$ cat src/hw/rtl/ptwa_pkg.sv
`timescale 1ns / 1ps

package ptwa_pkg;

   localparam int TABLE_ENTRIES_DEFAULT = 32;
   localparam logic [19:0] FORGET_RESET = 20'd3000;
   localparam logic [19:0] SILENCE_MAX = 20'hFFFFF;

   localparam logic [1:0] ACT_HEARD = 2'd0;
   localparam logic [1:0] ACT_AGE = 2'd1;
   localparam logic [1:0] ACT_READ = 2'd2;

   localparam logic [1:0] MERGE_UPDATED = 2'd0;
   localparam logic [1:0] MERGE_INSERTED = 2'd1;
   localparam logic [1:0] MERGE_DROPPED = 2'd2;
   localparam logic [1:0] MERGE_NONE = 2'd3;

   typedef struct packed {
      logic [1:0]  action;
      logic [31:0] peer_address;
      logic [15:0] peer_port;
      logic [15:0] protocol_version;
      logic [3:0]  player_count;
      logic [3:0]  player_limit;
      logic        game_started;
      logic [15:0] elapsed_ms;
      logic [4:0]  read_index;
   } req_word_type;

   typedef struct packed {
      logic [5:0]  entry_total;
      logic [1:0]  merge_result;
      logic [5:0]  removed_total;
      logic        read_valid;
      logic [31:0] out_address;
      logic [15:0] out_port;
      logic [15:0] out_protocol;
      logic [3:0]  out_players;
      logic [3:0]  out_player_limit;
      logic        out_started;
      logic [19:0] out_silent_ms;
   } rsp_word_type;

   typedef struct packed {
      logic [31:0] address;
      logic [15:0] port;
      logic [15:0] protocol;
      logic [3:0]  players;
      logic [3:0]  limit;
      logic        started;
      logic [19:0] silence;
   } entry_type;

endpackage

$ cat src/hw/rtl/ptwa_ram.sv
`timescale 1ns / 1ps

module ptwa_ram #(
   parameter int WIDTH = 8,
   parameter int DEPTH = 32
) (
   input  logic                                  clock,
   input  logic                                  wr_en,
   input  logic [(DEPTH > 1 ? $clog2(DEPTH) : 1)-1:0] wr_addr,
   input  logic [WIDTH-1:0]                      wr_data,
   input  logic                                  rd_en,
   input  logic [(DEPTH > 1 ? $clog2(DEPTH) : 1)-1:0] rd_addr,
   output logic [WIDTH-1:0]                      rd_data
);

   logic [WIDTH-1:0] mem_ff [DEPTH];
   logic [WIDTH-1:0] rd_data_ff;

   always_ff @(posedge clock) begin
      if (wr_en) begin
         mem_ff[wr_addr] <= wr_data;
      end
      if (rd_en) begin
         rd_data_ff <= mem_ff[rd_addr];
      end
   end

   assign rd_data = rd_data_ff;

endmodule

$ cat src/hw/rtl/peer_table_with_aging_core.sv
`timescale 1ns / 1ps

// Channel   Ports                                 Direction  Word
// request   req_valid, req_stall, req_data        in         ptwa_pkg::req_word_type
// response  rsp_valid, rsp_stall, rsp_data        out        ptwa_pkg::rsp_word_type
// config    csr_valid, csr_ready, csr_data        in         forget limit, 20 bits
//
// One word is taken at a time. A heard word or an age tick walks the table through
// the single RAM read port, one entry per cycle. A read passes through the read state
// and then the finish state; an unused action goes straight to the finish state. The
// response register lets the next request enter while a response is still stalled.
// Reset is synchronous and clears the entry count; the table RAM is not cleared.

module peer_table_with_aging_core #(
   parameter int TABLE_ENTRIES = ptwa_pkg::TABLE_ENTRIES_DEFAULT
) (
   input  logic                   clock,
   input  logic                   reset,
   input  logic                   req_valid,
   output logic                   req_stall,
   input  ptwa_pkg::req_word_type req_data,
   output logic                   rsp_valid,
   input  logic                   rsp_stall,
   output ptwa_pkg::rsp_word_type rsp_data,
   input  logic                   csr_valid,
   output logic                   csr_ready,
   input  logic [19:0]            csr_data
);

   localparam int AW = TABLE_ENTRIES > 1 ? $clog2(TABLE_ENTRIES) : 1;
   localparam int CW = $clog2(TABLE_ENTRIES + 1);
   localparam int XW = CW > 6 ? CW : 6;

   typedef enum logic [2:0] {
      ST_IDLE,
      ST_HEARD,
      ST_AGE,
      ST_READ,
      ST_FINISH
   } state_type;

   state_type              state_ff, state_in;
   logic [CW-1:0]          count_ff, count_in;
   logic [CW-1:0]          idx_ff, idx_in;
   logic [CW-1:0]          kept_ff, kept_in;
   logic [CW-1:0]          removed_ff, removed_in;
   logic                   pend_ff, pend_in;
   logic [AW-1:0]          pend_idx_ff, pend_idx_in;
   logic [19:0]            forget_ff, forget_in;
   logic                   rsp_valid_ff, rsp_valid_in;
   ptwa_pkg::rsp_word_type rsp_data_ff, rsp_data_in;
   ptwa_pkg::rsp_word_type res_ff, res_in;
   ptwa_pkg::req_word_type req_ff, req_in;

   logic                   ram_wr_en;
   logic [AW-1:0]          ram_wr_addr;
   ptwa_pkg::entry_type    ram_wr_data;
   logic                   ram_rd_en;
   logic [AW-1:0]          ram_rd_addr;
   ptwa_pkg::entry_type    ram_rd_data;

   ptwa_pkg::entry_type    new_entry;
   logic                   key_match;
   logic [20:0]            age_sum;
   logic [19:0]            age_sat;
   logic [XW-1:0]          count_x;
   logic [XW-1:0]          removed_x;
   logic [XW-1:0]          read_idx_x;
   logic                   read_in_range;
   logic                   rsp_free;

   ptwa_ram #(
      .WIDTH($bits(ptwa_pkg::entry_type)),
      .DEPTH(TABLE_ENTRIES)
   ) u_table (
      .clock(clock),
      .wr_en(ram_wr_en),
      .wr_addr(ram_wr_addr),
      .wr_data(ram_wr_data),
      .rd_en(ram_rd_en),
      .rd_addr(ram_rd_addr),
      .rd_data(ram_rd_data)
   );

   assign req_stall = (state_ff != ST_IDLE);
   assign csr_ready = 1'b1;
   assign rsp_valid = rsp_valid_ff;
   assign rsp_data = rsp_data_ff;

   assign count_x = XW'(count_ff);
   assign removed_x = XW'(removed_ff);
   assign read_idx_x = XW'(req_data.read_index);
   assign read_in_range = (read_idx_x < count_x);
   assign rsp_free = !rsp_valid_ff || !rsp_stall;

   assign key_match = pend_ff && (ram_rd_data.address == req_ff.peer_address)
                      && (ram_rd_data.port == req_ff.peer_port);
   assign age_sum = {1'b0, ram_rd_data.silence} + {5'd0, req_ff.elapsed_ms};
   assign age_sat = age_sum[20] ? ptwa_pkg::SILENCE_MAX : age_sum[19:0];

   always_comb begin
      new_entry.address = req_ff.peer_address;
      new_entry.port = req_ff.peer_port;
      new_entry.protocol = req_ff.protocol_version;
      new_entry.players = req_ff.player_count;
      new_entry.limit = req_ff.player_limit;
      new_entry.started = req_ff.game_started;
      new_entry.silence = 20'd0;
   end

   always_comb begin
      state_in = state_ff;
      count_in = count_ff;
      idx_in = idx_ff;
      kept_in = kept_ff;
      removed_in = removed_ff;
      pend_in = pend_ff;
      pend_idx_in = pend_idx_ff;
      forget_in = forget_ff;
      rsp_valid_in = rsp_valid_ff;
      rsp_data_in = rsp_data_ff;
      res_in = res_ff;
      req_in = req_ff;
      ram_wr_en = 1'b0;
      ram_wr_addr = '0;
      ram_wr_data = new_entry;
      ram_rd_en = 1'b0;
      ram_rd_addr = '0;

      if (csr_valid) begin
         forget_in = csr_data;
      end
      if (rsp_valid_ff && !rsp_stall) begin
         rsp_valid_in = 1'b0;
      end

      case (state_ff)
         ST_IDLE: begin
            if (req_valid) begin
               req_in = req_data;
               idx_in = '0;
               kept_in = '0;
               removed_in = '0;
               pend_in = 1'b0;
               res_in = '0;
               res_in.merge_result = ptwa_pkg::MERGE_NONE;
               case (req_data.action)
                  ptwa_pkg::ACT_HEARD: begin
                     state_in = ST_HEARD;
                  end
                  ptwa_pkg::ACT_AGE: begin
                     state_in = ST_AGE;
                  end
                  ptwa_pkg::ACT_READ: begin
                     if (read_in_range) begin
                        ram_rd_en = 1'b1;
                        ram_rd_addr = read_idx_x[AW-1:0];
                        state_in = ST_READ;
                     end else begin
                        state_in = ST_FINISH;
                     end
                  end
                  default: begin
                     state_in = ST_FINISH;
                  end
               endcase
            end
         end
         ST_HEARD: begin
            if (key_match) begin
               ram_wr_en = 1'b1;
               ram_wr_addr = pend_idx_ff;
               pend_in = 1'b0;
               res_in.merge_result = ptwa_pkg::MERGE_UPDATED;
               state_in = ST_FINISH;
            end else if (idx_ff < count_ff) begin
               ram_rd_en = 1'b1;
               ram_rd_addr = idx_ff[AW-1:0];
               pend_in = 1'b1;
               pend_idx_in = idx_ff[AW-1:0];
               idx_in = idx_ff + CW'(1);
            end else if (pend_ff) begin
               pend_in = 1'b0;
            end else begin
               if (count_x < XW'(TABLE_ENTRIES)) begin
                  ram_wr_en = 1'b1;
                  ram_wr_addr = count_ff[AW-1:0];
                  count_in = count_ff + CW'(1);
                  res_in.merge_result = ptwa_pkg::MERGE_INSERTED;
               end else begin
                  res_in.merge_result = ptwa_pkg::MERGE_DROPPED;
               end
               state_in = ST_FINISH;
            end
         end
         ST_AGE: begin
            if (pend_ff) begin
               if (age_sat > forget_ff) begin
                  removed_in = removed_ff + CW'(1);
               end else begin
                  ram_wr_en = 1'b1;
                  ram_wr_addr = kept_ff[AW-1:0];
                  ram_wr_data = ram_rd_data;
                  ram_wr_data.silence = age_sat;
                  kept_in = kept_ff + CW'(1);
               end
            end
            if (idx_ff < count_ff) begin
               ram_rd_en = 1'b1;
               ram_rd_addr = idx_ff[AW-1:0];
               pend_in = 1'b1;
               pend_idx_in = idx_ff[AW-1:0];
               idx_in = idx_ff + CW'(1);
            end else begin
               pend_in = 1'b0;
               if (!pend_ff) begin
                  count_in = kept_ff;
                  res_in.removed_total = removed_x[5:0];
                  state_in = ST_FINISH;
               end
            end
         end
         ST_READ: begin
            res_in.read_valid = 1'b1;
            res_in.out_address = ram_rd_data.address;
            res_in.out_port = ram_rd_data.port;
            res_in.out_protocol = ram_rd_data.protocol;
            res_in.out_players = ram_rd_data.players;
            res_in.out_player_limit = ram_rd_data.limit;
            res_in.out_started = ram_rd_data.started;
            res_in.out_silent_ms = ram_rd_data.silence;
            state_in = ST_FINISH;
         end
         ST_FINISH: begin
            if (rsp_free) begin
               rsp_data_in = res_ff;
               rsp_data_in.entry_total = count_x[5:0];
               rsp_valid_in = 1'b1;
               state_in = ST_IDLE;
            end
         end
         default: begin
            state_in = ST_IDLE;
         end
      endcase
   end

   always_ff @(posedge clock) begin
      rsp_data_ff <= rsp_data_in;
      res_ff <= res_in;
      req_ff <= req_in;
      idx_ff <= idx_in;
      kept_ff <= kept_in;
      removed_ff <= removed_in;
      pend_idx_ff <= pend_idx_in;
      if (reset) begin
         state_ff <= ST_IDLE;
         count_ff <= '0;
         pend_ff <= 1'b0;
         forget_ff <= ptwa_pkg::FORGET_RESET;
         rsp_valid_ff <= 1'b0;
      end else begin
         state_ff <= state_in;
         count_ff <= count_in;
         pend_ff <= pend_in;
         forget_ff <= forget_in;
         rsp_valid_ff <= rsp_valid_in;
      end
   end

endmodule
$ cat config.mk
export PLATFORM = sky130hd
export DESIGN_NAME = peer_table_with_aging_core
export DESIGN_NICKNAME = d
export VERILOG_FILES = /design/src/hw/rtl/ptwa_pkg.sv /design/src/hw/rtl/ptwa_ram.sv /design/src/hw/rtl/peer_table_with_aging_core.sv
export SDC_FILE = /design/constraint.sdc
export NUM_CORES = 2
export LEC_CHECK = 0
export ABC_AREA = 1
export BUFFER_PORTS_ARGS = -buffer_cell sky130_fd_sc_hd__buf_2
export CAP_MARGIN = 20
export CORE_AREA = 2 2 774 622
export DETAILED_ROUTE_END_ITERATION = 16
export DIE_AREA = 0 0 776 624
export PLACE_DENSITY = 0.47
export SYNTH_ARGS = -nofsm -noshare
export SYNTH_HDL_FRONTEND = slang
export SYNTH_SLANG_ARGS = --single-unit
export TNS_END_PERCENT = 10
$ cat constraint.sdc
create_clock -name clock -period 13.7 [get_ports clock]
set_clock_uncertainty 0.15 [all_clocks]
set_input_delay 2.74 -clock clock [delete_from_list [all_inputs] [get_ports clock]]
set_output_delay 2.74 -clock clock [all_outputs]
set_load 0.02 [all_outputs]
==> flow_summary.toml <==
[min_path]
hp-class = "flop to flop"
hold_end = "rsp_data[56]$_DFFE_PP_"
min-delay-start = "res_ff[56]$_SDFFCE_PN0P_"
whs_path_depth = 0

[yosys]
ys_ff_latch = 3422
synth_compound_area_frac = 0.00828
synth_enable_flop_cells = 3391
synth-adder-area-share = 0.00453
synth_xor_area_frac = 0.00147
synth.avg_cell_area_um2 = 11.7
ys.flop_type = "edfxtp_1"
ys_warn_count = 0
synth_top_family_by_area = "simple AND/OR/NAND/NOR gates"
yosysTopAreaCell = "edfxtp_1"
netlist_instances = 12224
ys_seq_area_frac = 0.719
synth_cell_type_count = 44
synth.net_count = 12396
synth_area_leaders = "edfxtp_1 (71%), nand3_1 (14%), nand2_1 (6.1%)"
syn-cell-area_um2 = 143000
synth-simple-area-share = 0.217
muxShareOfSynthArea = 0
synth_top_area_frac = 0.714
synth-async-reset-ratio = 0

[worst_setup_path]
crit_arrival_ns = 9.62
cp.required_ns = 14.14
critPathKind = "flop to flop"
crit_path_end_kind = "flop"
cp_common_cell = "nand2_1"
regToRegSetupSlack_ns = 4.52
r2r_start = "u_table.rd_data[0]$_DFFE_PP_"
worstPathMaxFanout = 33
slowest_stage = "nor2_4"
r2r_end = "u_table.mem_ff[9][42]$_DFFE_PP_"
startpoint_type = "flop"
r2r.worst_path.cells = 31
critical_path.max_stage_delay_ns = 0.69

[grt]
grt_util_all_layers = 0.188
grt_max_degree = 182
antenna_found_initial = 8
grt_pass1_vias = 90425
grt_pass1_wl_um = 675000
grt_overflow_total = 0

[clock_network]
clk-insertion-delay-late_ns = 0.98
cts_tree = "done"
path_clk_slew_ns = 0.06
clock_sinks = 3422
clock-root-buffer = "clkbuf_16"
cts_setup_buffers = 0
cts_hold_buf = 0
cts_buffer_depth = 4
ctsResizeCount = 0
numCtsBuffers = 382
htreeDepth = 5

[timing]
maxSlewHeadroom = 0.204
worst_pin_slew_ns = 1.19
max_freq_mhz = 109
finalCriticalPeriod_ns = 9.18
hold_viol = 0
finalWorstSetupSlack_ns = 4.52
rsz0062_at_grt = "no"
hold-worst-slack_ns = 0.250
fin_crit_sh = 0.670
setup_tns_ns = 0
finalSetupViolCount = 0
slew_violations = 0

[die]
initial_core_util = 0.299
dieHeight_um = 624
die_w_um = 776
die_area_um2 = 484000
ios = 232
fp.coreArea_um2 = 476000
row_count = 227

[route]
wire_per_inst_um = 25.0
drc = 0
drt-total-wl_um = 472000
dr.first_iter.drc_count = 10615
drt-vias-per-instance = 5.06
routed-via-count = 95426
drtAntennaViolNets = 0
dr.pass1.iters = 6

[layout]
synthToLayoutAreaGrowth_pct = 14.2
finish.utilization = 0.342
mostFrequentLayoutCells = "nand3_1 (4028), edfxtp_1 (3391), nand2_1 (2326)"
design_area_um2 = 163000
final_common_cell = "nand3_1"
drive_gt1_frac = 0.0900
layout.nets = 12412
fin_cells = 18843

[run]
max-cap-violations = 0

[power]
ir_drop_mv = 0.104
p_per_area_nw_per_um2 = 174
total_power_mw = 28.3
power.leakage_nw = 58.5

[placed_design]
dp.cells = 18151
placed_area_um2 = 151000
post-dp-hpwl_um = 242000
finalWeightedCongestion = 0.845
dp_slack_ns = 4.56
io_buffer_count = 230

[outcome]
outcome = "finished, final reports clean"
-- logic make-up (layout without fill, tap and decap cells) --
family                   count (synthesis)  count (layout)
other                                    1               5
AO/OA/AOI/OAI                          223             223
AND/OR/NAND/NOR                       6759            6759
XOR/XNOR                                24              24
flip-flops                            3422            3422
buffers and inverters                 1744            2062
adder cells (fa/ha/maj)                 51              51
-- flip-flops by register name, indices dropped and copies added, names as in the netlist, 5 cells and up --
| signal | cells |
|---|---|
| res_ff | 102 |
| new_entry | 73 |
| u_table.mem_ff | 2976 |
| kept_ff | 6 |
| u_table.rd_data | 93 |
| req_ff | 16 |
| count_ff | 6 |
| pend_idx_ff | 5 |
| forget_ff | 20 |
| removed_ff | 6 |
| rsp_data | 108 |
| idx_ff | 6 |
-- cell usage after synthesis, types with 14 or more instances --
master / n
nand3_1: 4030
inv_1: 893
nand2_1: 2329
clkbuf_1: 325
buf_2: 404
nor3_1: 16
a21oi_1: 71
o21ai_0: 128
edfxtp_1: 3391
ha_1: 50
dfxtp_1: 31
xor2_1: 14
nand3b_1: 95
nor2_1: 260
buf_1: 88
buf_4: 20
-- layout make-up --
type / instances / area, um^2
sequential: 3422 / 102000
inverter: 906 / 3440
multi-input combinational: 7058 / 33900
clock inverter: 207 / 1680
timing repair buffer: 470 / 3350
clock buffer: 479 / 10100
tap: 6297 / 7880
fill: 47150 / 314000
antenna: 4 / 10.0
-- routing by layer --
metal	up-vias	share of wire	track usage
met2	3244	0.45	0.291
met1	48222	0.47	0.280
met3	562	0.063	0.0250
met4	0	0.022	0.0413
li1	43398	-	-
met5	-	0	0
-- critical path: cells and delay by family (launching register included) --
kind / cells / cell delay (ns)
adder cells (fa/ha/maj): 3 / 1.07
flip-flops: 1 / 0.39
buffers and inverters: 5 / 2.20
AND/OR/NAND/NOR: 21 / 4.60
AO/OA/AOI/OAI: 2 / 0.28
-- worst max-delay path by stage --
stage / startpoint / endpoint / cells past startpoint
2_1_floorplan: req_valid / res_ff[0]$_SDFFCE_PN0P_ / 2
3_3_place_gp: u_table.rd_data[0]$_DFFE_PP_ / u_table.mem_ff[9][62]$_DFFE_PP_ / 31
3_5_place_dp: u_table.rd_data[0]$_DFFE_PP_ / u_table.mem_ff[9][62]$_DFFE_PP_ / 31
4_1_cts: u_table.rd_data[0]$_DFFE_PP_ / u_table.mem_ff[9][61]$_DFFE_PP_ / 31
5_1_grt: u_table.rd_data[0]$_DFFE_PP_ / u_table.mem_ff[12][58]$_DFFE_PP_ / 30
6_report: u_table.rd_data[0]$_DFFE_PP_ / u_table.mem_ff[9][42]$_DFFE_PP_ / 31
-- report_power, final --
group / switching, mW / internal [mW] / total, mW
Sequential: 0.252 / 12.4 / 12.7
Clock: 4.30 / 5.58 / 9.88
Combinational: 4.38 / 1.41 / 5.79
Total: 8.94 / 19.4 / 28.3
No activity file was read; power rests on OpenSTA's default activity.
